### config.mk
export PLATFORM = sky130hd
export DESIGN_NAME = mbst_ram
export DESIGN_NICKNAME = d
export VERILOG_FILES = /design/src/sv/mbst_ram.sv
export SDC_FILE = /design/constraint.sdc
export NUM_CORES = 2
export LEC_CHECK = 0
export BUFFER_PORTS_ARGS = -buffer_cell sky130_fd_sc_hd__buf_4
export CORE_ASPECT_RATIO = 1.75
export CORE_UTILIZATION = 60
export CTS_BUF_LIST = sky130_fd_sc_hd__clkbuf_8
export CTS_CLUSTER_DIAMETER = 60
export CTS_CLUSTER_SIZE = 10
export DETAILED_ROUTE_END_ITERATION = 8
export GPL_ROUTABILITY_DRIVEN = 1
export GPL_TIMING_DRIVEN = 0
export PLACE_DENSITY_LB_ADDON = 0.05
export SYNTH_ARGS = -nofsm -noshare
export SYNTH_HDL_FRONTEND = slang
export SYNTH_SLANG_ARGS = --single-unit
### constraint.sdc
create_clock -name clk -period 6.9 [get_ports clk]
set_input_delay 1.38 -clock clk [delete_from_list [all_inputs] [get_ports clk]]
set_output_delay 1.38 -clock clk [all_outputs]
set_load 0.05 [all_outputs]
### src/sv/mbst_ram.sv
// generic single write port ram with registered read
module mbst_ram #(
    parameter int WIDTH = 16,
    parameter int DEPTH = 256
) (
    input  logic                     clk,
    input  logic                     we,
    input  logic [$clog2(DEPTH)-1:0] waddr,
    input  logic [WIDTH-1:0]         wdata,
    input  logic [$clog2(DEPTH)-1:0] raddr,
    output logic [WIDTH-1:0]         rdata
);

    logic [WIDTH-1:0] mem [DEPTH];
    logic [WIDTH-1:0] rdata_reg;

    always_ff @(posedge clk)
    begin
        if (we)
        begin
            mem[waddr] <= wdata;
        end
        rdata_reg <= mem[raddr];
    end

    assign rdata = rdata_reg;

endmodule

==> out/metrics.csv <==
metric,value,unit
register area share after synthesis,0.777,
Mapped Cells,7360,
root buffer cell,clkbuf_8,
Hold WC Path Type,in2reg,
most common library cells after synthesis,"4096 x edfxtp_1, 797 x mux4_2, 565 x mux2i_1",
vias in the first global route,83300,
CP Class,in2reg,
Clock Skew,0.0894,ns
Pins Over Slew Limit,81,
Die W,391,um
design area,175000,um^2
post-synthesis async set-or-reset flop share,0,
vias,82600,
Seq cells post-synth,4112,
GRT Overall Usage,0.400,
Worst-Margin Slew,1.64,ns
WP data required,7.81,ns
Boundary Pins,50,
Pleak,54.7,nW
final core utilization,0.666,
global route overflow,0,
"count leader, synth",edfxtp_1,
worst-path maximum fanout,10,
Gate power share,0.073,
Clock Power Share,0.314,
synthesized area,159000,um^2
Clock Latency Late Sink,1.12,ns
final setup violation count,0,
Cell Rows,249,
share of post-route cells with drive strength above 1,0.263,
number of synthesized flops with an enable pin,4096,
fmax,0.146,GHz
Clock transition at path regs,0.07,ns
Area Growth Syn to Fin,10.3,%
DIE HEIGHT,682,um
failing checks,"max-capacitance violations, max-slew violations",
min Tclk post-route,6.83,ns
Final GP Congestion,1.11,
CTS tree,built,
Port Buffers,39,
dominant synthesized flop cell,edfxtp_1,
first-pass GRT wire length,701,mm
setup_tns,0,ns
sw frac,0.233,
total wire length,527,mm
Sink Count,4112,
type of origin of the critical path,primary input,
internal power,0.0344,W
max reg flops,4096,
unrepaired setup endpoints after global routing,no,
Avg Inst Size Synth,21.6,um^2
top post-synthesis cells by area,"edfxtp_1 77%, mux4_2 11%, mux2i_1 3.6%",
WL/cell,45.2,um
largest area contributor in the netlist,edfxtp_1,
share of the synthesized area in the top cell type,0.775,
worst path arrival time,7.74,ns
initial antenna violation count,27,
Reg power frac,0.613,
post-place instance area,168000,um^2
antenna-violating nets left,0,
postcts setup bufs,0,
MaxCap Viol Count,10,
full die area,267000,um^2
Total Power,0.0449,W
CORE AREA,263000,um^2
post-cts resize count,0,
Remaining DRCs,0,
outcome,"finished, violations left",
syn nets,7394,
largest net degree at the start of global routing,137,
Setup crit end kind,flop,
Initial Util,0.604,
DP Wirelength,369,mm
hold buffer count at cts,0,
Power Density,256,nW/um^2
Yosys cell types,52,
Yosys warnings,0,
Iter 0 DRT Violations,11100,
final hold vios,0,
Final period util,0.990,
switching pwr,0.0105,W
TritonCTS buffer count,454,
VDD IR max,0.000185,V
Pre-antenna DRT Iters,6,
nets,8126,
Longest Clk Path Bufs,4,
vias per inst,7.07,
H-tree levels,5,
slew margin rel.,-0.0907,
metal layers:
| layer | GRT usage | wire [um] | vias up | part of all wire |
|---|---|---|---|---|
| met5 | 0.000184 | 84 | - | 0.00016 |
| met4 | 0.422 | 69100 | 12 | 0.13 |
| met3 | 0.0840 | 43600 | 1748 | 0.083 |
| met2 | 0.648 | 257000 | 5144 | 0.49 |
| met1 | 0.421 | 158000 | 43300 | 0.30 |
| li1 | - | - | 32400 | - |
stage by stage:
step                hold WS, ns  instances  setup WS, ns
finish                    0.574      11700        0.0721
global placement           1.14      10900        -0.979
detailed placement         1.15      11100        -0.578
floorplan                 0.854       7360          3.36
CTS                       0.491      11600         0.577
global route              0.551      11700         0.694
power groups by stage:
stage	clock, W	sequential (W)	combinational, W
6_report	0.0141	0.0275	0.00326
5_1_grt	0.0150	0.0275	0.00324
4_1_cts	0.0142	0.0275	0.00317
3_5_place_dp	0	0.0281	0.00316
3_3_place_gp	0	0.0281	0.00301
2_1_floorplan	0	0.0281	0.00136
cells in the final DEF (no fill, tap or decap), drive strengths merged, types with 2 or more instances in the layout:
cell type	n
edfxtp	4096
nand2b	3
mux2i	565
a221oi	28
nor3	92
a22oi	43
o221ai	253
and4	2
buf	494
mux4	797
o31ai	16
inv	35
nand4b	3
a21o	2
mux2	88
nor2b	9
nor4	18
nor4bb	2
or3	2
o32ai	21
dfxtp	16
clkbuf	695
diode	19
a22o	32
nand3	35
a31oi	6
nand2	38
clkinvlp	6
a21oi	175
or2	5
nor2	304
o21ai	38
clkinv	3
a2111oi	6
and3	11
and2	2
a211oi	18
nand4	26
o22ai	148
layout make-up:
cell class              count  area, um^2
flip-flops and latches   4112      123000
fillers                 17200       87800
multi-input cells        2792       33500
clock buffers             461        6340
repair buffers            276        4560
well taps                3514        4400
plain buffers             452        2710
clock inverters            41         263
diodes                     19        47.5
inverters                   4        15.0
cells by family (layout without fill, tap and decap cells):
kind of cell | count (synthesis) | in the layout | share of synthesized area
multiplexers | 1450 | 1450 | 0.155
AND/OR/NAND/NOR | 556 | 556 | 0.0157
AO/OA/AOI/OAI | 786 | 786 | 0.0354
flip-flops | 4112 | 4112 | 0.777
other | 0 | 19 | 0
buffers and inverters | 456 | 1234 | 0.0169
critical path: stages:
cell and delay [ns]:
buf_4 0.29, buf_4 0.33, buf_4 0.41, buf_2 0.50, clkbuf_1 1.08, mux4_2 0.45
o22ai_1 0.12, a21oi_1 1.24, nand4_1 0.76, nor4_1 1.08
worst paths after layout:
kind                     start          to  cells past startpoint  slack (ns)
setup / recovery      raddr[1]    rdata[9]                     10        0.07
hold / removal        wdata[3]  mem[68][3]                      1        0.57
setup reg to reg   mem[210][9]    rdata[9]                      6        2.76
hold reg to reg   mem[240][13]   rdata[13]                      6        1.13
No activity file was read; power rests on OpenSTA's default activity.
