**config.mk**
```make
export PLATFORM = sky130hd
export DESIGN_NAME = mbst_ctrl
export DESIGN_NICKNAME = d
export VERILOG_FILES = /design/src/sv/mbst_pkg.sv /design/src/sv/mbst_ctrl.sv
export SDC_FILE = /design/constraint.sdc
export NUM_CORES = 1
export LEC_CHECK = 0
export ABC_AREA = 1
export BUFFER_PORTS_ARGS = -buffer_cell sky130_fd_sc_hd__buf_2
export CORE_ASPECT_RATIO = 1.25
export CORE_MARGIN = 10
export CORE_UTILIZATION = 40
export CTS_CLUSTER_SIZE = 40
export DETAILED_ROUTE_END_ITERATION = 10
export PLACE_DENSITY_LB_ADDON = 0.25
export SETUP_SLACK_MARGIN = 0.05
export SLEW_MARGIN = 40
export SYNTH_ARGS = -nofsm -noshare
export SYNTH_HDL_FRONTEND = slang
export SYNTH_SLANG_ARGS = --single-unit
```
**constraint.sdc**
```tcl
create_clock -name clk -period 5.38 [get_ports clk]
set_clock_uncertainty 0.15 [all_clocks]
set_input_delay 0.807 -clock clk [delete_from_list [all_inputs] [get_ports clk]]
set_output_delay 0.807 -clock clk [all_outputs]
set_load 0.005 [all_outputs]
```
**src/sv/mbst_pkg.sv**
```systemverilog
// shared types and constants for the max bottleneck spanning tree block
package mbst_pkg;

    // default sizing
    localparam int MBST_MAX_VERTICES = 16;
    localparam int MBST_CAP_BITS     = 16;

    // fixed widths of the word fields
    localparam int OP_BITS         = 2;
    localparam int VERTEX_BITS     = 4;
    localparam int CAPACITY_BITS   = 16;
    localparam int COUNT_BITS      = 5;
    localparam int BOTTLENECK_BITS = 16;

    // command codes
    typedef enum logic [OP_BITS-1:0] {
        OP_CLEAR = 2'd0,
        OP_ADD   = 2'd1,
        OP_SOLVE = 2'd2
    } mbst_op_t;

    // sequencer states
    typedef enum logic [2:0] {
        ST_CLEAR,
        ST_IDLE,
        ST_ADD_READ,
        ST_ADD_CHECK,
        ST_ADD_MIRROR,
        ST_PASS,
        ST_DRAIN,
        ST_STEP
    } mbst_state_t;

    // status from the sequencer to the top level
    typedef struct packed {
        logic busy;
        logic done;
        logic no_edge;
    } mbst_status_t;

endpackage

```
**src/sv/mbst_ctrl.sv**
```systemverilog
// sequencer for clear, edge load and prim growth over the two rams
module mbst_ctrl
    import mbst_pkg::*;
#(
    parameter int MAX_VERTICES = MBST_MAX_VERTICES,
    parameter int CAP_BITS     = MBST_CAP_BITS,
    localparam int VW          = $clog2(MAX_VERTICES),
    localparam int AW          = 2 * VW
) (
    input  logic                       clk,
    input  logic                       rst_n,
    input  logic                       start,
    input  logic [OP_BITS-1:0]         op,
    input  logic [VERTEX_BITS-1:0]     vertex_a,
    input  logic [VERTEX_BITS-1:0]     vertex_b,
    input  logic [CAPACITY_BITS-1:0]   capacity,
    input  logic [COUNT_BITS-1:0]      vertex_count,
    output logic                       edge_we,
    output logic [AW-1:0]              edge_waddr,
    output logic [CAP_BITS-1:0]        edge_wdata,
    output logic [AW-1:0]              edge_raddr,
    input  logic [CAP_BITS-1:0]        edge_rdata,
    output logic                       best_we,
    output logic [VW-1:0]              best_waddr,
    output logic [CAP_BITS-1:0]        best_wdata,
    output logic [VW-1:0]              best_raddr,
    input  logic [CAP_BITS-1:0]        best_rdata,
    output mbst_status_t               status,
    output logic [BOTTLENECK_BITS-1:0] bottleneck
);

    localparam int CW = $clog2(MAX_VERTICES + 1);

    mbst_state_t state_reg, state_next;

    logic [AW-1:0]              sweep_reg, sweep_next;
    logic [VW-1:0]              a_reg, a_next;
    logic [VW-1:0]              b_reg, b_next;
    logic [CAP_BITS-1:0]        cap_reg, cap_next;
    logic [CW-1:0]              n_reg, n_next;
    logic [VW-1:0]              pick_reg, pick_next;
    logic [CW-1:0]              j_reg, j_next;
    logic [VW-1:0]              jd_reg, jd_next;
    logic                       dv_reg, dv_next;
    logic                       first_reg, first_next;
    logic [CAP_BITS-1:0]        top_reg, top_next;
    logic [VW-1:0]              top_idx_reg, top_idx_next;
    logic [MAX_VERTICES-1:0]    in_tree_reg, in_tree_next;
    logic [CAP_BITS-1:0]        min_reg, min_next;
    logic                       taken_reg, taken_next;
    logic                       valid_reg, valid_next;
    logic [BOTTLENECK_BITS-1:0] bottleneck_reg, bottleneck_next;
    logic                       no_edge_reg, no_edge_next;

    logic                a_ok;
    logic                b_ok;
    logic [CAP_BITS-1:0] cap_in;
    logic [CW-1:0]       n_in;
    logic [CAP_BITS-1:0] old_link;
    logic [CAP_BITS-1:0] new_link;
    logic                link_up;

    assign a_ok   = int'(vertex_a) < MAX_VERTICES;
    assign b_ok   = int'(vertex_b) < MAX_VERTICES;
    assign cap_in = CAP_BITS'(capacity);
    assign n_in   = (int'(vertex_count) > MAX_VERTICES) ? CW'(MAX_VERTICES)
                                                        : CW'(vertex_count);

    // relax one link: the first pass loads row zero over an empty table
    assign old_link = first_reg ? '0 : best_rdata;
    assign link_up  = !in_tree_reg[jd_reg] && (edge_rdata > old_link);
    assign new_link = link_up ? edge_rdata : old_link;

    always_ff @(posedge clk or negedge rst_n)
    begin
        if (!rst_n)
        begin
            state_reg      <= ST_CLEAR;
            sweep_reg      <= '0;
            dv_reg         <= 1'b0;
            in_tree_reg    <= '0;
            taken_reg      <= 1'b0;
            valid_reg      <= 1'b0;
            bottleneck_reg <= '0;
            no_edge_reg    <= 1'b0;
        end
        else
        begin
            state_reg      <= state_next;
            sweep_reg      <= sweep_next;
            dv_reg         <= dv_next;
            in_tree_reg    <= in_tree_next;
            taken_reg      <= taken_next;
            valid_reg      <= valid_next;
            bottleneck_reg <= bottleneck_next;
            no_edge_reg    <= no_edge_next;
        end
    end

    always_ff @(posedge clk)
    begin
        a_reg       <= a_next;
        b_reg       <= b_next;
        cap_reg     <= cap_next;
        n_reg       <= n_next;
        pick_reg    <= pick_next;
        j_reg       <= j_next;
        jd_reg      <= jd_next;
        first_reg   <= first_next;
        top_reg     <= top_next;
        top_idx_reg <= top_idx_next;
        min_reg     <= min_next;
    end

    // next state
    always_comb
    begin
        state_next = state_reg;
        case (state_reg)
            ST_CLEAR:
            begin
                if (sweep_reg == '1)
                begin
                    state_next = ST_IDLE;
                end
            end
            ST_IDLE:
            begin
                if (start)
                begin
                    case (op)
                        OP_CLEAR: state_next = ST_CLEAR;
                        OP_ADD:
                        begin
                            if (a_ok && b_ok)
                            begin
                                state_next = ST_ADD_READ;
                            end
                        end
                        OP_SOLVE:
                        begin
                            if (n_in != '0)
                            begin
                                state_next = ST_PASS;
                            end
                        end
                        default: state_next = ST_IDLE;
                    endcase
                end
            end
            ST_ADD_READ:   state_next = ST_ADD_CHECK;
            ST_ADD_CHECK:  state_next = (cap_reg > edge_rdata) ? ST_ADD_MIRROR : ST_IDLE;
            ST_ADD_MIRROR: state_next = ST_IDLE;
            ST_PASS:
            begin
                if (j_reg + CW'(1) == n_reg)
                begin
                    state_next = ST_DRAIN;
                end
            end
            ST_DRAIN: state_next = ST_STEP;
            ST_STEP:  state_next = (top_reg == '0) ? ST_IDLE : ST_PASS;
            default:  state_next = ST_IDLE;
        endcase
    end

    // datapath and memory ports
    always_comb
    begin
        sweep_next      = sweep_reg;
        a_next          = a_reg;
        b_next          = b_reg;
        cap_next        = cap_reg;
        n_next          = n_reg;
        pick_next       = pick_reg;
        j_next          = j_reg;
        jd_next         = jd_reg;
        dv_next         = 1'b0;
        first_next      = first_reg;
        top_next        = top_reg;
        top_idx_next    = top_idx_reg;
        in_tree_next    = in_tree_reg;
        min_next        = min_reg;
        taken_next      = taken_reg;
        valid_next      = 1'b0;
        bottleneck_next = bottleneck_reg;
        no_edge_next    = no_edge_reg;

        edge_we    = 1'b0;
        edge_waddr = {a_reg, b_reg};
        edge_wdata = cap_reg;
        edge_raddr = {pick_reg, j_reg[VW-1:0]};
        best_we    = 1'b0;
        best_waddr = jd_reg;
        best_wdata = new_link;
        best_raddr = j_reg[VW-1:0];

        case (state_reg)
            ST_CLEAR:
            begin
                edge_we    = 1'b1;
                edge_waddr = sweep_reg;
                edge_wdata = '0;
                sweep_next = sweep_reg + AW'(1);
            end
            ST_IDLE:
            begin
                if (start)
                begin
                    case (op)
                        OP_CLEAR: sweep_next = '0;
                        OP_ADD:
                        begin
                            a_next   = VW'(vertex_a);
                            b_next   = VW'(vertex_b);
                            cap_next = cap_in;
                        end
                        OP_SOLVE:
                        begin
                            n_next          = n_in;
                            pick_next       = '0;
                            j_next          = '0;
                            first_next      = 1'b1;
                            top_next        = '0;
                            top_idx_next    = '0;
                            in_tree_next    = '0;
                            in_tree_next[0] = 1'b1;
                            taken_next      = 1'b0;
                            min_next        = '1;
                            // nothing to grow from
                            if (n_in == '0)
                            begin
                                valid_next      = 1'b1;
                                bottleneck_next = '0;
                                no_edge_next    = 1'b1;
                            end
                        end
                        default: ;
                    endcase
                end
            end
            ST_ADD_READ:
            begin
                edge_raddr = {a_reg, b_reg};
            end
            ST_ADD_CHECK:
            begin
                // matrix stays symmetric, one read covers both entries
                if (cap_reg > edge_rdata)
                begin
                    edge_we = 1'b1;
                end
            end
            ST_ADD_MIRROR:
            begin
                edge_we    = 1'b1;
                edge_waddr = {b_reg, a_reg};
            end
            ST_PASS:
            begin
                dv_next = 1'b1;
                jd_next = j_reg[VW-1:0];
                j_next  = j_reg + CW'(1);
            end
            ST_STEP:
            begin
                if (top_reg == '0)
                begin
                    valid_next      = 1'b1;
                    bottleneck_next = taken_reg ? BOTTLENECK_BITS'(min_reg) : '0;
                    no_edge_next    = !taken_reg;
                end
                else
                begin
                    in_tree_next[top_idx_reg] = 1'b1;
                    taken_next                = 1'b1;
                    if (top_reg < min_reg)
                    begin
                        min_next = top_reg;
                    end
                    pick_next    = top_idx_reg;
                    j_next       = '0;
                    first_next   = 1'b0;
                    top_next     = '0;
                    top_idx_next = '0;
                end
            end
            default: ;
        endcase

        // returning read data: write back the relaxed link, track the best
        if (dv_reg)
        begin
            best_we = 1'b1;
            if (!in_tree_reg[jd_reg] && (new_link > top_reg))
            begin
                top_next     = new_link;
                top_idx_next = jd_reg;
            end
        end
    end

    assign status.busy    = (state_reg != ST_IDLE);
    assign status.done    = valid_reg;
    assign status.no_edge = no_edge_reg;
    assign bottleneck     = bottleneck_reg;

endmodule

```
==> results.sh <==
export IMPL_fmax_mhz=212
export IMPL_leakage_nw=4.58
export IMPL_yosys_warnings=0
export IMPL_r2r_cells=19
export IMPL_dp_hpwl_mm=16.6
export IMPL_placed_cells=1296
export IMPL_netlist_cell_type_count=43
export IMPL_cts_num_sinks=126
export IMPL_syn_to_final_growth_pct=19.4
export IMPL_root_buffer="clkbuf_16"
export IMPL_fp_row_count=56
export IMPL_grt_overflow=0
export IMPL_start_kind="flop"
export IMPL_period_needed_ps=4730
export IMPL_critPathRequiredTime_ps=5540
export IMPL_synth_edff_count=59
export IMPL_drv_slew=0
export IMPL_ios=143
export IMPL_ys_ff_latch=126
export IMPL_powerDensity_nw_per_um2=441
export IMPL_irDropWorstVdd_mv=0.273
export IMPL_synth_area_leaders="edfxtp_1, dfrtp_1, nand2_1"
export IMPL_fin_nets=1214
export IMPL_worstPathMaxFanout=25
export IMPL_die_w_um=144
export IMPL_fillers=1850
export IMPL_synthFlopType="edfxtp_1"
export IMPL_vias=6509
export IMPL_critPathMaxStageDelay_ps=450
export IMPL_yosysSeqAreaShare_pct=43.7
export IMPL_cp_arrival_ps=4890
export IMPL_synth_top_area_share_pct=23.1
export IMPL_setup_tns_ps=0
export IMPL_final_core_util_pct=48.8
export IMPL_final_common_cell="nand2_1"
export IMPL_path_cells="inv_1, nand2_1, ha_1, nand2_1, nor2_1, nand2_1, nor2_2, nand4_2, nand3_2, nand2_1, and2_1, ha_1, nand2_1, nor4_1, a21oi_1, nor2_4, inv_2, nand2_1, nand2_1"
export IMPL_layout_area_seq_sq_um=3350
export IMPL_end_kind="flop"
export IMPL_startpoint="first_reg$_DFFE_PP_"
export IMPL_cts_hold_buffers=0
export IMPL_initial_core_util_pct=40.8
export IMPL_wl_per_cell_um=15.4
export IMPL_min_period_over_period_pct=87.9
export IMPL_r2r_slack_ps=650
export IMPL_port_buffers=142
export IMPL_stdcell_area_sq_um=9160
export IMPL_cts_setup_buffers=0
export IMPL_grt_max_degree=48
export IMPL_worst_slew_pin_transition_ps=776
export IMPL_wirelength_mm=20.6
export IMPL_die_area_sq_um=25100
export IMPL_fin_cells=1333
export IMPL_path_clk_slew_ps=60
export IMPL_hold_viol=0
export IMPL_crit_top_cell="nand2_1"
export IMPL_ctsResizeCount=0
export IMPL_rsz0062_at_grt="false"
export IMPL_grt_pass1_vias=6695
export IMPL_grt_use_total_pct=16.9
export IMPL_pre_cts_ws_ps=627
export IMPL_antenna_found_initial=6
export IMPL_grt_pass1_wl_mm=33.9
export IMPL_min_path_type="reg -> reg"
export IMPL_fin_ws_ps=652
export IMPL_core_area_sq_um=18800
export IMPL_drc_errors=0
export IMPL_insertion_delay_ps=420
export IMPL_run_status="complete, no violations"
export IMPL_multiInputGateArea_sq_um=3620
export IMPL_die_h_um=175
export IMPL_layout_common_cells="nand2_1, buf_2, inv_1"
export IMPL_h_tree_depth=4
export IMPL_syn_inst=946
export IMPL_synth_nets=1077
export IMPL_slew_headroom_pct=48.0
export IMPL_crit_slowest_cell="nor2_4"
export IMPL_cp_endpoint="top_reg[7]$_DFF_P_"
export IMPL_drive_gt1_share_pct=19.8
export IMPL_dpl_cell_area_sq_um=8520
export IMPL_r2r_end="top_reg[7]$_DFF_P_"
export IMPL_critical_path_class="reg -> reg"
export IMPL_routed_via_density=4.88
export IMPL_drtAntennaViolNets=0
export IMPL_cts_tree="yes"
export IMPL_drt_iter0_markers=320
export IMPL_gp_congestion=0.921
export IMPL_postSynthAreaPerCell_sq_um=8.11
export IMPL_clock_path_buffers=2
export IMPL_numCtsBuffers=17
export IMPL_r2r_start="first_reg$_DFFE_PP_"
export IMPL_drtPass1Iterations=5
export IMPL_synth_area_sq_um=7670
export IMPL_max_cap_violations=0
export IMPL_yosysTopAreaCell="edfxtp_1"
export IMPL_synthArstFlopShare_pct=37.3
export IMPL_finalSetupViolations=0
==> synthesized netlist by cell type, types with 5 or more instances <==
cell type  count
nand3_1       43
ha_1          65
dfxtp_1       20
o21ai_1       25
a21oi_1       53
o211ai_1       7
nor2_1        76
nand2_2        5
o21ai_0       30
inv_2         10
and2_1        16
buf_2          5
dfrtp_1       47
buf_4         11
edfxtp_1      59
nor2_2        10
inv_1        127
clkbuf_1       7
nand2_1      252
nand4_1       28
==> power by group <==
part / internal (W) / switching [W] / leakage [nW]
clock network: 0.000777 / 0.000454 / 0.303
registers: 0.00122 / 0.000155 / 1.27
logic: 0.000533 / 0.000906 / 3.00
total: 0.00253 / 0.00152 / 4.58
==> kinds of logic after synthesis <==
kind of cell,after synthesis,share of synthesized area [%]
flip-flops,126,43.7
XOR/XNOR,4,0.457
AO/OA/AOI/OAI,136,10.1
AND/OR/NAND/NOR,447,25.9
buffers and inverters,168,9.33
adder cells (fa/ha/maj),65,10.6
==> how the worst min path moves through the flow <==
stage,start,endpoint,slack (ps),depth (start not counted)
after floorplan,in_tree_reg[0]$_DFFE_PN0P_,in_tree_reg[0]$_DFFE_PN0P_,290,1
after global placement,in_tree_reg[0]$_DFFE_PN0P_,in_tree_reg[0]$_DFFE_PN0P_,310,1
after CTS,bottleneck[5]$_DFFE_PN0P_,bottleneck[5]$_DFFE_PN0P_,330,2
after global routing,in_tree_reg[0]$_DFFE_PN0P_,in_tree_reg[0]$_DFFE_PN0P_,350,1
final,bottleneck[4]$_DFFE_PN0P_,bottleneck[4]$_DFFE_PN0P_,320,2
after detailed placement,in_tree_reg[0]$_DFFE_PN0P_,in_tree_reg[0]$_DFFE_PN0P_,310,1
==> metrics by stage <==
step / power (W) / hold slack, ps
finish: 0.00404 / 323
global route: 0.00435 / 348
CTS: 0.00408 / 332
detailed placement: 0.00284 / 314
global placement: 0.00284 / 311
floorplan: 0.00232 / 293
==> critical path: cells and delay by family, from the launching register on <==
| kind | cells | cell delay, ps |
|---|---|---|
| buffers and inverters | 2 | 650 |
| AOI/OAI and AO/OA | 1 | 160 |
| adders and majority gates | 2 | 630 |
| and+or+nand+nor | 14 | 2660 |
| DFF | 1 | 350 |
==> layer usage <==
layer  vias up  routed length [um]  GRT usage, %
met2       148               10000          28.2
met1      2941                8870          20.2
met5         -                   0             0
li1       3392                   -             -
met3        28                1270          5.48
met4         0                 376          4.99
==> final cells by class <==
class	instances	area share, %
timing repair buffer	146	8.09
clock buffer	18	4.69
sequential	126	36.6
inverter	140	5.82
clock inverter	14	2.08
antenna	5	0.137
tap	232	3.17
multi-input combinational	652	39.5
Power figures use the tool's default switching activity.
